<file path="src/sv/fvc_pkg.sv">
// Shared types, constants and helpers for the formant vowel classifier.
`timescale 1ns / 1ps
`default_nettype none
package fvc_pkg;

	localparam int SampleWidth = 16;
	localparam int CountWidth  = 6;
	localparam int F1HzWidth   = 10;
	localparam int F2HzWidth   = 12;

	localparam logic [CountWidth-1:0] MIN_BINS = 6'd60;
	localparam logic [CountWidth-1:0] F1_FIRST = 6'd4;
	localparam logic [CountWidth-1:0] F1_LAST  = 6'd17;
	localparam logic [CountWidth-1:0] F2_FIRST = 6'd18;
	localparam logic [CountWidth-1:0] F2_LAST  = 6'd49;

	localparam logic [SampleWidth-1:0] THRESHOLD_RESET = 16'd26;

	localparam logic [F1HzWidth-1:0] F1_LOW_IU  = 10'd250;
	localparam logic [F1HzWidth-1:0] F1_HIGH_IU = 10'd400;
	localparam logic [F1HzWidth-1:0] F1_LOW_A   = 10'd650;
	localparam logic [F1HzWidth-1:0] F1_HIGH_A  = 10'd850;
	localparam logic [F2HzWidth-1:0] F2_LOW_I   = 12'd2000;
	localparam logic [F2HzWidth-1:0] F2_HIGH_I  = 12'd2400;
	localparam logic [F2HzWidth-1:0] F2_LOW_A   = 12'd950;
	localparam logic [F2HzWidth-1:0] F2_HIGH_A  = 12'd1300;
	localparam logic [F2HzWidth-1:0] F2_LOW_U   = 12'd700;
	localparam logic [F2HzWidth-1:0] F2_HIGH_U  = 12'd950;

	typedef enum logic [2:0] {
		CLS_SILENT  = 3'd0,
		CLS_I       = 3'd1,
		CLS_A       = 3'd2,
		CLS_U       = 3'd3,
		CLS_UNKNOWN = 3'd4
	} vowel_class_t;

	typedef struct packed {
		vowel_class_t               cls;
		logic [F1HzWidth-1:0]       f1_hz;
		logic [F2HzWidth-1:0]       f2_hz;
	} result_t;

	// Bin index times 50 Hz: 32x + 16x + 2x.
	function automatic logic [F2HzWidth-1:0] bin_to_hz(input logic [CountWidth-1:0] idx);
		logic [F2HzWidth-1:0] x;
		x = {{(F2HzWidth-CountWidth){1'b0}}, idx};
		return (x << 5) + (x << 4) + (x << 1);
	endfunction

	function automatic vowel_class_t classify(input logic [F1HzWidth-1:0] f1,
			input logic [F2HzWidth-1:0] f2);
		logic f1_iu;
		logic f1_a;
		f1_iu = (f1 >= F1_LOW_IU) && (f1 <= F1_HIGH_IU);
		f1_a  = (f1 >= F1_LOW_A) && (f1 <= F1_HIGH_A);
		if (f1_iu && (f2 >= F2_LOW_I) && (f2 <= F2_HIGH_I))
			return CLS_I;
		if (f1_a && (f2 >= F2_LOW_A) && (f2 <= F2_HIGH_A))
			return CLS_A;
		if (f1_iu && (f2 >= F2_LOW_U) && (f2 <= F2_HIGH_U))
			return CLS_U;
		return CLS_UNKNOWN;
	endfunction

endpackage
`default_nettype wire

</file>
<file path="src/sv/fvc_frame.sv">
// Input register, per-frame peak tracking and end-of-frame classification.
`timescale 1ns / 1ps
`default_nettype none
module fvc_frame (
	input  wire logic                                clk,
	input  wire logic                                arst_n,
	input  wire logic                                cfg_wen,
	input  wire logic [fvc_pkg::SampleWidth-1:0]     cfg_wdata,
	input  wire logic                                bin_valid,
	output logic                                     bin_stall,
	input  wire logic [fvc_pkg::SampleWidth-1:0]     bin_value,
	input  wire logic                                last_bin,
	input  wire logic                                out_hold,
	output logic                                     res_load,
	output fvc_pkg::result_t                         res
);

	logic                                 valid_s1;
	logic [fvc_pkg::SampleWidth-1:0]      value_s1;
	logic                                 last_s1;

	logic [fvc_pkg::SampleWidth-1:0]      threshold_q;
	logic [fvc_pkg::CountWidth-1:0]       bin_counter_q;
	logic [fvc_pkg::SampleWidth-1:0]      peak1_value_q;
	logic [fvc_pkg::CountWidth-1:0]       peak1_index_q;
	logic [fvc_pkg::SampleWidth-1:0]      peak2_value_q;
	logic [fvc_pkg::CountWidth-1:0]       peak2_index_q;
	logic [fvc_pkg::F1HzWidth-1:0]        saved_f1_q;
	logic [fvc_pkg::F2HzWidth-1:0]        saved_f2_q;

	logic                                 advance;
	logic [fvc_pkg::CountWidth-1:0]       count_next;
	logic [fvc_pkg::SampleWidth-1:0]      p1v_next;
	logic [fvc_pkg::CountWidth-1:0]       p1i_next;
	logic [fvc_pkg::SampleWidth-1:0]      p2v_next;
	logic [fvc_pkg::CountWidth-1:0]       p2i_next;
	logic                                 short_frame;
	logic                                 silent;
	logic                                 store;
	logic [fvc_pkg::F2HzWidth-1:0]        f1_wide;
	logic [fvc_pkg::F1HzWidth-1:0]        f1_new;
	logic [fvc_pkg::F2HzWidth-1:0]        f2_new;

	assign advance   = valid_s1 && !(last_s1 && out_hold);
	assign bin_stall = valid_s1 && !advance;
	assign res_load  = advance && last_s1;

	always_ff @(posedge clk or negedge arst_n) begin
		if (!arst_n) begin
			valid_s1 <= 1'b0;
		end else if (!bin_stall) begin
			valid_s1 <= bin_valid;
		end
	end

	always_ff @(posedge clk) begin
		if (bin_valid && !bin_stall) begin
			value_s1 <= bin_value;
			last_s1  <= last_bin;
		end
	end

	always_ff @(posedge clk or negedge arst_n) begin
		if (!arst_n) begin
			threshold_q <= fvc_pkg::THRESHOLD_RESET;
		end else if (cfg_wen) begin
			threshold_q <= cfg_wdata;
		end
	end

	always_comb begin
		count_next = (bin_counter_q < fvc_pkg::MIN_BINS) ? bin_counter_q + 6'd1
			: fvc_pkg::MIN_BINS;
		p1v_next = peak1_value_q;
		p1i_next = peak1_index_q;
		p2v_next = peak2_value_q;
		p2i_next = peak2_index_q;
		if (bin_counter_q >= fvc_pkg::F1_FIRST && bin_counter_q <= fvc_pkg::F1_LAST
				&& value_s1 > peak1_value_q) begin
			p1v_next = value_s1;
			p1i_next = bin_counter_q;
		end
		if (bin_counter_q >= fvc_pkg::F2_FIRST && bin_counter_q <= fvc_pkg::F2_LAST
				&& value_s1 > peak2_value_q) begin
			p2v_next = value_s1;
			p2i_next = bin_counter_q;
		end
		short_frame = count_next < fvc_pkg::MIN_BINS;
		silent      = (p1v_next < threshold_q) || (p2v_next < threshold_q);
		store       = !short_frame && !silent;
		f1_wide     = fvc_pkg::bin_to_hz(p1i_next);
		f1_new      = f1_wide[fvc_pkg::F1HzWidth-1:0];
		f2_new      = fvc_pkg::bin_to_hz(p2i_next);
		res.f1_hz   = store ? f1_new : saved_f1_q;
		res.f2_hz   = store ? f2_new : saved_f2_q;
		if (short_frame)
			res.cls = fvc_pkg::CLS_UNKNOWN;
		else if (silent)
			res.cls = fvc_pkg::CLS_SILENT;
		else
			res.cls = fvc_pkg::classify(f1_new, f2_new);
	end

	always_ff @(posedge clk or negedge arst_n) begin
		if (!arst_n) begin
			bin_counter_q <= '0;
			peak1_value_q <= '0;
			peak1_index_q <= '0;
			peak2_value_q <= '0;
			peak2_index_q <= '0;
			saved_f1_q    <= '0;
			saved_f2_q    <= '0;
		end else if (advance) begin
			if (last_s1) begin
				bin_counter_q <= '0;
				peak1_value_q <= '0;
				peak1_index_q <= '0;
				peak2_value_q <= '0;
				peak2_index_q <= '0;
				if (store) begin
					saved_f1_q <= f1_new;
					saved_f2_q <= f2_new;
				end
			end else begin
				bin_counter_q <= count_next;
				peak1_value_q <= p1v_next;
				peak1_index_q <= p1i_next;
				peak2_value_q <= p2v_next;
				peak2_index_q <= p2i_next;
			end
		end
	end

`ifndef SYNTHESIS
	assert property (@(posedge clk) disable iff (!arst_n)
		bin_counter_q <= fvc_pkg::MIN_BINS)
		else $error("bin counter beyond saturation");

	assert property (@(posedge clk) disable iff (!arst_n)
		res_load |=> (bin_counter_q == '0) && (peak1_value_q == '0) && (peak2_value_q == '0))
		else $error("frame state not cleared after last beat");

	assert property (@(posedge clk) disable iff (!arst_n)
		(peak1_index_q == '0)
		|| (peak1_index_q >= fvc_pkg::F1_FIRST && peak1_index_q <= fvc_pkg::F1_LAST))
		else $error("F1 peak index out of range");

	assert property (@(posedge clk) disable iff (!arst_n)
		(peak2_index_q == '0)
		|| (peak2_index_q >= fvc_pkg::F2_FIRST && peak2_index_q <= fvc_pkg::F2_LAST))
		else $error("F2 peak index out of range");

	assert property (@(posedge clk) disable iff (!arst_n)
		(valid_s1 && last_s1 && out_hold) |=> $stable(bin_counter_q))
		else $error("frame state moved while result blocked");
`endif

endmodule
`default_nettype wire

</file>
<file path="src/sv/fvc_out.sv">
// Result register with valid/stall handshake toward the consumer.
`timescale 1ns / 1ps
`default_nettype none
module fvc_out (
	input  wire logic                            clk,
	input  wire logic                            arst_n,
	input  wire logic                            res_load,
	input  wire fvc_pkg::result_t                res,
	output logic                                 out_hold,
	output logic                                 res_valid,
	input  wire logic                            res_stall,
	output logic [2:0]                           vowel_class,
	output logic [fvc_pkg::F1HzWidth-1:0]        formant1_hz,
	output logic [fvc_pkg::F2HzWidth-1:0]        formant2_hz
);

	logic              res_valid_q;
	fvc_pkg::result_t  res_q;

	assign out_hold = res_valid_q && res_stall;

	always_ff @(posedge clk or negedge arst_n) begin
		if (!arst_n) begin
			res_valid_q <= 1'b0;
		end else if (res_load) begin
			res_valid_q <= 1'b1;
		end else if (!res_stall) begin
			res_valid_q <= 1'b0;
		end
	end

	always_ff @(posedge clk) begin
		if (res_load) begin
			res_q <= res;
		end
	end

	assign res_valid   = res_valid_q;
	assign vowel_class = res_q.cls;
	assign formant1_hz = res_q.f1_hz;
	assign formant2_hz = res_q.f2_hz;

`ifndef SYNTHESIS
	assert property (@(posedge clk) disable iff (!arst_n)
		res_load |-> !out_hold)
		else $error("result overwritten while held");

	assert property (@(posedge clk) disable iff (!arst_n)
		res_load |=> res_valid_q)
		else $error("loaded result not presented");

	assert property (@(posedge clk) disable iff (!arst_n)
		res_valid_q |-> (res_q.cls == fvc_pkg::CLS_SILENT || res_q.cls == fvc_pkg::CLS_I
			|| res_q.cls == fvc_pkg::CLS_A || res_q.cls == fvc_pkg::CLS_U
			|| res_q.cls == fvc_pkg::CLS_UNKNOWN) && (res_q.f1_hz <= fvc_pkg::F1_HIGH_A))
		else $error("presented result outside its range");
`endif

endmodule
`default_nettype wire

</file>
<file path="src/sv/formant_vowel_classifier_core.sv">
// Formant vowel classifier: top level joining frame tracking and result register.
// A last bin passes the input register and then the result register before its result shows.
// Throughput: one bin beat per cycle unless a last bin stalls; the input register
//   and result register let a new bin enter while a finished result waits to be taken.
// Only a last bin stalls, and only while the result register is full and stalled.
// Reset: arst_n clears the frame, the stored formants and both valids, and sets the
//   threshold to 26.
`timescale 1ns / 1ps
`default_nettype none
module formant_vowel_classifier_core (
	input  wire logic                            clk,
	input  wire logic                            arst_n,
	input  wire logic                            cfg_wen,
	input  wire logic [fvc_pkg::SampleWidth-1:0] cfg_wdata,
	input  wire logic                            bin_valid,
	output logic                                 bin_stall,
	input  wire logic [fvc_pkg::SampleWidth-1:0] bin_value,
	input  wire logic                            last_bin,
	output logic                                 res_valid,
	input  wire logic                            res_stall,
	output logic [2:0]                           vowel_class,
	output logic [fvc_pkg::F1HzWidth-1:0]        formant1_hz,
	output logic [fvc_pkg::F2HzWidth-1:0]        formant2_hz
);

	logic              out_hold;
	logic              res_load;
	fvc_pkg::result_t  res;

	fvc_frame u_frame (
		.clk       (clk),
		.arst_n    (arst_n),
		.cfg_wen   (cfg_wen),
		.cfg_wdata (cfg_wdata),
		.bin_valid (bin_valid),
		.bin_stall (bin_stall),
		.bin_value (bin_value),
		.last_bin  (last_bin),
		.out_hold  (out_hold),
		.res_load  (res_load),
		.res       (res)
	);

	fvc_out u_out (
		.clk         (clk),
		.arst_n      (arst_n),
		.res_load    (res_load),
		.res         (res),
		.out_hold    (out_hold),
		.res_valid   (res_valid),
		.res_stall   (res_stall),
		.vowel_class (vowel_class),
		.formant1_hz (formant1_hz),
		.formant2_hz (formant2_hz)
	);

endmodule
`default_nettype wire
</file>
<file path="config.mk">
export PLATFORM = sky130hd
export DESIGN_NAME = formant_vowel_classifier_core
export DESIGN_NICKNAME = d
export VERILOG_FILES = /design/src/sv/fvc_pkg.sv /design/src/sv/fvc_frame.sv /design/src/sv/fvc_out.sv /design/src/sv/formant_vowel_classifier_core.sv
export SDC_FILE = /design/constraint.sdc
export NUM_CORES = 1
export LEC_CHECK = 0
export ABC_AREA = 1
export ABC_CLOCK_PERIOD_IN_PS = 5500
export BUFFER_PORTS_ARGS = -buffer_cell sky130_fd_sc_hd__buf_2
export CAP_MARGIN = 20
export CELL_PAD_IN_SITES_DETAIL_PLACEMENT = 1
export CELL_PAD_IN_SITES_GLOBAL_PLACEMENT = 1
export CORE_UTILIZATION = 46
export DETAILED_ROUTE_END_ITERATION = 16
export PLACE_DENSITY_LB_ADDON = 0.1
export SETUP_SLACK_MARGIN = 0.5
export SYNTH_ARGS = -nofsm -noshare
export SYNTH_HDL_FRONTEND = slang
export SYNTH_SLANG_ARGS = --single-unit
</file>
<file path="constraint.sdc">
create_clock -name clk -period 5.5 [get_ports clk]
set_input_delay 0.55 -clock clk [delete_from_list [all_inputs] [get_ports clk]]
set_output_delay 0.55 -clock clk [all_outputs]
set_load 0.005 [all_outputs]
</file>
==> reports/summary.log <==
qor: outcome.run_status finished clean
qor: setup_path.crit-reg2reg-capture u_out.vowel_class[2]
qor: setup_path.critPathCaptureType flip-flop
qor: global_route.global_route.usage.total 25.1%
qor: timing.layout_min_cycle_time 4.75 ns
qor: power_and_ir_drop.power_density 274 nW/um2
qor: global_route.antenna_found_initial 0
qor: yosys.warnings_from_yosys 0
qor: yosys.synthesis.instances 1003
qor: route.num_vias 6971
qor: clock_tree.clk-insertion-delay-late 0.42 ns
qor: power_and_ir_drop.vdd_ir_drop_max 0.202 mV
qor: global_route.globalRoute.totalOverflow 0
qor: timing.final_min_period_over_clock_period 86.4%
qor: floorplanning.die-area 18800 um2
qor: yosys.synth-main-ff-cell dfrtp_1
qor: yosys.synth-seq-area-share 41.9%
qor: yosys.postSynthAreaPerCell 8.37 um2
qor: route.avgViaCountPerCell 5.28
qor: route.routed_wl 22200 um
qor: finish.fin_util 54.4%
qor: setup_path.timing.critical_path.required 5.65 ns
qor: route.detailedRoute.firstPassIterationCount 4
qor: route.drt_iter0_markers 445
qor: place.pre_cts_ws 0.295 ns
qor: yosys.edff_count_synth 42
qor: clock_tree.clockBufferDepth 2
qor: clock_tree.cts_tree done
qor: timing.max_slew.worst_pin.slew 0.918 ns
qor: timing.timing.fmax 210 MHz
qor: timing.slew_headroom 38.7%
qor: hold_path.hold_class input port to async pin
qor: setup_path.ff2ff_setup_slack 0.75 ns
qor: place.place.port_buffers 64
qor: finish.layout.filler_cells 2160
qor: global_route.global_route_wire_length_before_repair 36200 um
qor: route.drt_drc_violations_left 0
qor: setup_path.cp_max_fo 8
qor: clock_tree.ctsHtreeMaxLevel 4
qor: timing.setup_viol 0
qor: setup_path.critical_path.slowest_cell dfrtp_1
qor: setup_path.startpoint u_frame.peak1_value_q[15]
qor: timing.timing_hold_violations_final 0
qor: finish.areaGrowthSynthToFinish 15.9%
qor: setup_path.critPathMaxStageDelay 0.37 ns
qor: setup_path.arrival 4.90 ns
qor: yosys.postSynthRegisterBits 132
qor: clock_tree.clockRootBuffer clkbuf_16
qor: flow_run.maxCapViolCount 0
qor: power_and_ir_drop.power.leakage 4.73 nW
qor: route.m1WireLength 11100 um
qor: clock_tree.clk_pin_slew 0.06 ns
qor: route.met3RoutedLength 742 um
qor: clock_tree.clkSinkCount 132
qor: finish.drive_above_1_share 18.7%
qor: global_route.grt_max_degree 50
qor: setup_path.timing.rr.start u_frame.peak1_value_q[15]
qor: clock_tree.cts_made_buffers 17
qor: place.place.detailed.hpwl 15900 um
qor: power_and_ir_drop.total_power 2.67 mW
qor: floorplanning.num_rows 49
qor: global_route.first_global_vias 7164
qor: yosys.synthArstFlopShare 68.2%
qor: timing.timing_max_transition_violations_final 0
qor: finish.instances_no_fill 1321
qor: route.routed_wire_length_per_instance 16.8 um
qor: route.antenna_left 0
qor: timing.setup_slack 0.749 ns
qor: setup_path.reg2reg_depth 30
qor: finish.layout.nets 1214
qor: route.highest-signal-layer met4
qor: setup_path.setup.worst_path.start_class flip-flop
qor: floorplanning.floorplan.initialDensity 46.9%
qor: floorplanning.fp.dieW 137 um
qor: yosys.mappedNetlistArea 8400 um2
qor: yosys.synth.lib_cells_used.distinct 47
qor: setup_path.crit_type flip-flop to flip-flop
qor: timing.worst_clock_skew 0.0125 ns
qor: floorplanning.top_level_ports 65
qor: route.route.met2.wl 10200 um
qor: finish.antenna_cells 0
qor: yosys.number_of_nets_in_the_synthesized_netlist 1138
qor: timing.finalSetupTns 0 ns
qor: floorplanning.floorplan.die.height 137 um
qor: floorplanning.floorplan.core_area 17900 um2
qor: timing.rsz0062_at_grt no
qor: place.gp_congestion 0.828
qor: place.dp.cells 1277
-- how the worst max path moves through the flow --
stage	endpoint	slack [ns]	depth (start not counted)
6_report	u_out.vowel_class[2]	0.75	30
4_1_cts	u_out.vowel_class[2]	0.50	30
2_1_floorplan	u_out.vowel_class[2]	0.84	30
5_1_grt	u_out.vowel_class[2]	0.46	31
3_5_place_dp	u_out.vowel_class[2]	0.29	30
3_3_place_gp	u_out.vowel_class[2]	0.45	28
-- metal layers --
layer | up-vias | track usage [%]
li1 | 3435 | -
met1 | 3404 | 35.6
met2 | 117 | 39.3
met3 | 15 | 3.93
met4 | 0 | 7.45
met5 | - | 0
-- cell families (layout without fill, tap and decap cells) --
| family | count (synthesis) | after routing | share of synthesized area, % |
|---|---|---|---|
| flip-flops | 132 | 132 | 41.9 |
| XOR/XNOR | 7 | 7 | 0.819 |
| AO/OA/AOI/OAI | 203 | 203 | 13.8 |
| buffers and inverters | 203 | 292 | 9.71 |
| AND/OR/NAND/NOR | 360 | 360 | 18.9 |
| multiplexers | 1 | 1 | 0.134 |
| adder cells (fa/ha/maj) | 97 | 97 | 14.8 |
-- cells in the mapped netlist (2+ instances only) --
cell type,count,area [um2]
nand2_1,216,811
inv_1,167,627
o21ai_0,105,526
ha_1,93,1160
dfrtp_1,87,2180
nor2_1,58,218
edfxtp_1,42,1260
a21oi_1,38,190
nand4_1,26,163
nand3_1,19,95.1
clkbuf_1,18,67.6
o21a_1,14,105
nand2_2,12,75.1
o21ai_1,11,55.1
o21ai_2,9,78.8
nor2_2,8,50.1
inv_2,7,26.3
nand2_4,7,78.8
nor3_1,7,35.0
o22ai_1,7,43.8
a211oi_1,5,37.5
buf_6,4,45.0
fa_1,4,80.1
xor2_1,4,35.0
a21o_1,3,22.5
buf_2,3,15.0
dfstp_2,3,78.8
a21oi_2,2,17.5
a31oi_1,2,12.5
buf_1,2,7.51
nor2_4,2,22.5
nor4_1,2,12.5
xnor2_1,2,17.5
-- power breakdown --
group | total [mW] | switching [mW] | internal [mW]
clock network | 1.09 | 0.470 | 0.624
registers | 1.10 | 0.0298 | 1.07
logic | 0.478 | 0.320 | 0.158
total | 2.67 | 0.819 | 1.85
-- worst max-delay path: cells and delay by family, from the launching register on --
kind                     cells  cell delay, ns
adder cells (fa/ha/maj)      5            1.41
AND/OR/NAND/NOR             11            1.02
flip-flops                   1            0.37
AO/OA/AOI/OAI                5            0.64
buffers and inverters        6            0.38
XOR/XNOR                     3            0.68
-- sequential cells by signal (all words and copies together) (netlist names) --
name and count:
u_out.vowel_class 3, u_frame.bin_counter_q 6, u_frame.saved_f2_q 12, u_frame.peak1_index_q 6, u_frame.peak1_value_q 16, u_out.res_valid 1
u_out.formant2_hz 12, u_frame.peak2_value_q 16, u_out.formant1_hz 10, u_frame.valid_s1 1, u_frame.threshold_q 16, u_frame.peak2_index_q 6
u_frame.value_s1 16, u_frame.last_s1 1, u_frame.saved_f1_q 10
-- stage by stage --
step / area [um2] / hold WS, ns
3_3_place_gp: 8930 / 0.449
5_1_grt: 9730 / 0.181
3_5_place_dp: 8930 / 0.452
2_1_floorplan: 8400 / 0.254
4_1_cts: 9530 / 0.153
6_report: 9730 / 0.141
-- cell type report --
cell class	count	area (um2)	area share (%)
flip-flops and latches	132	3520	36.1
inverters	174	653	6.71
clock inverters	15	133	1.36
clock buffers	17	425	4.37
multi-input cells	668	4220	43.4
well taps	229	287	2.94
repair buffers	86	499	5.13
-- cells in the final DEF (no fill, tap or decap), types with 3 or more instances in the layout --
cell / n
inv_1: 160
dfstp_2: 3
clkinv_2: 3
a211oi_1: 5
inv_2: 14
o21ai_1: 13
buf_2: 63
ha_1: 92
a21oi_2: 4
o21ai_4: 4
xor2_2: 4
clkbuf_16: 17
a21o_1: 3
nand2_2: 13
clkinv_4: 4
o21ai_2: 10
nand3_1: 18
a21oi_1: 36
inv_6: 3
buf_4: 20
o22ai_1: 7
nand4_1: 26
nor2_1: 54
dfrtp_1: 87
nor3_1: 7
o21a_1: 13
o21ai_0: 99
nand2_4: 9
nand2_1: 213
nor2_4: 4
edfxtp_1: 42
clkinvlp_4: 3
nor2_2: 10
-- timing repair --
item / 4_1_cts / 5_1_grt
pin swaps: 2 / 12
endpoints found under the setup margin: 3 / 10
buffers inserted: 1 / 11
resized for setup: 8 / 39
hold buffers: 0 / 0
(Power assumes the default switching activity.)
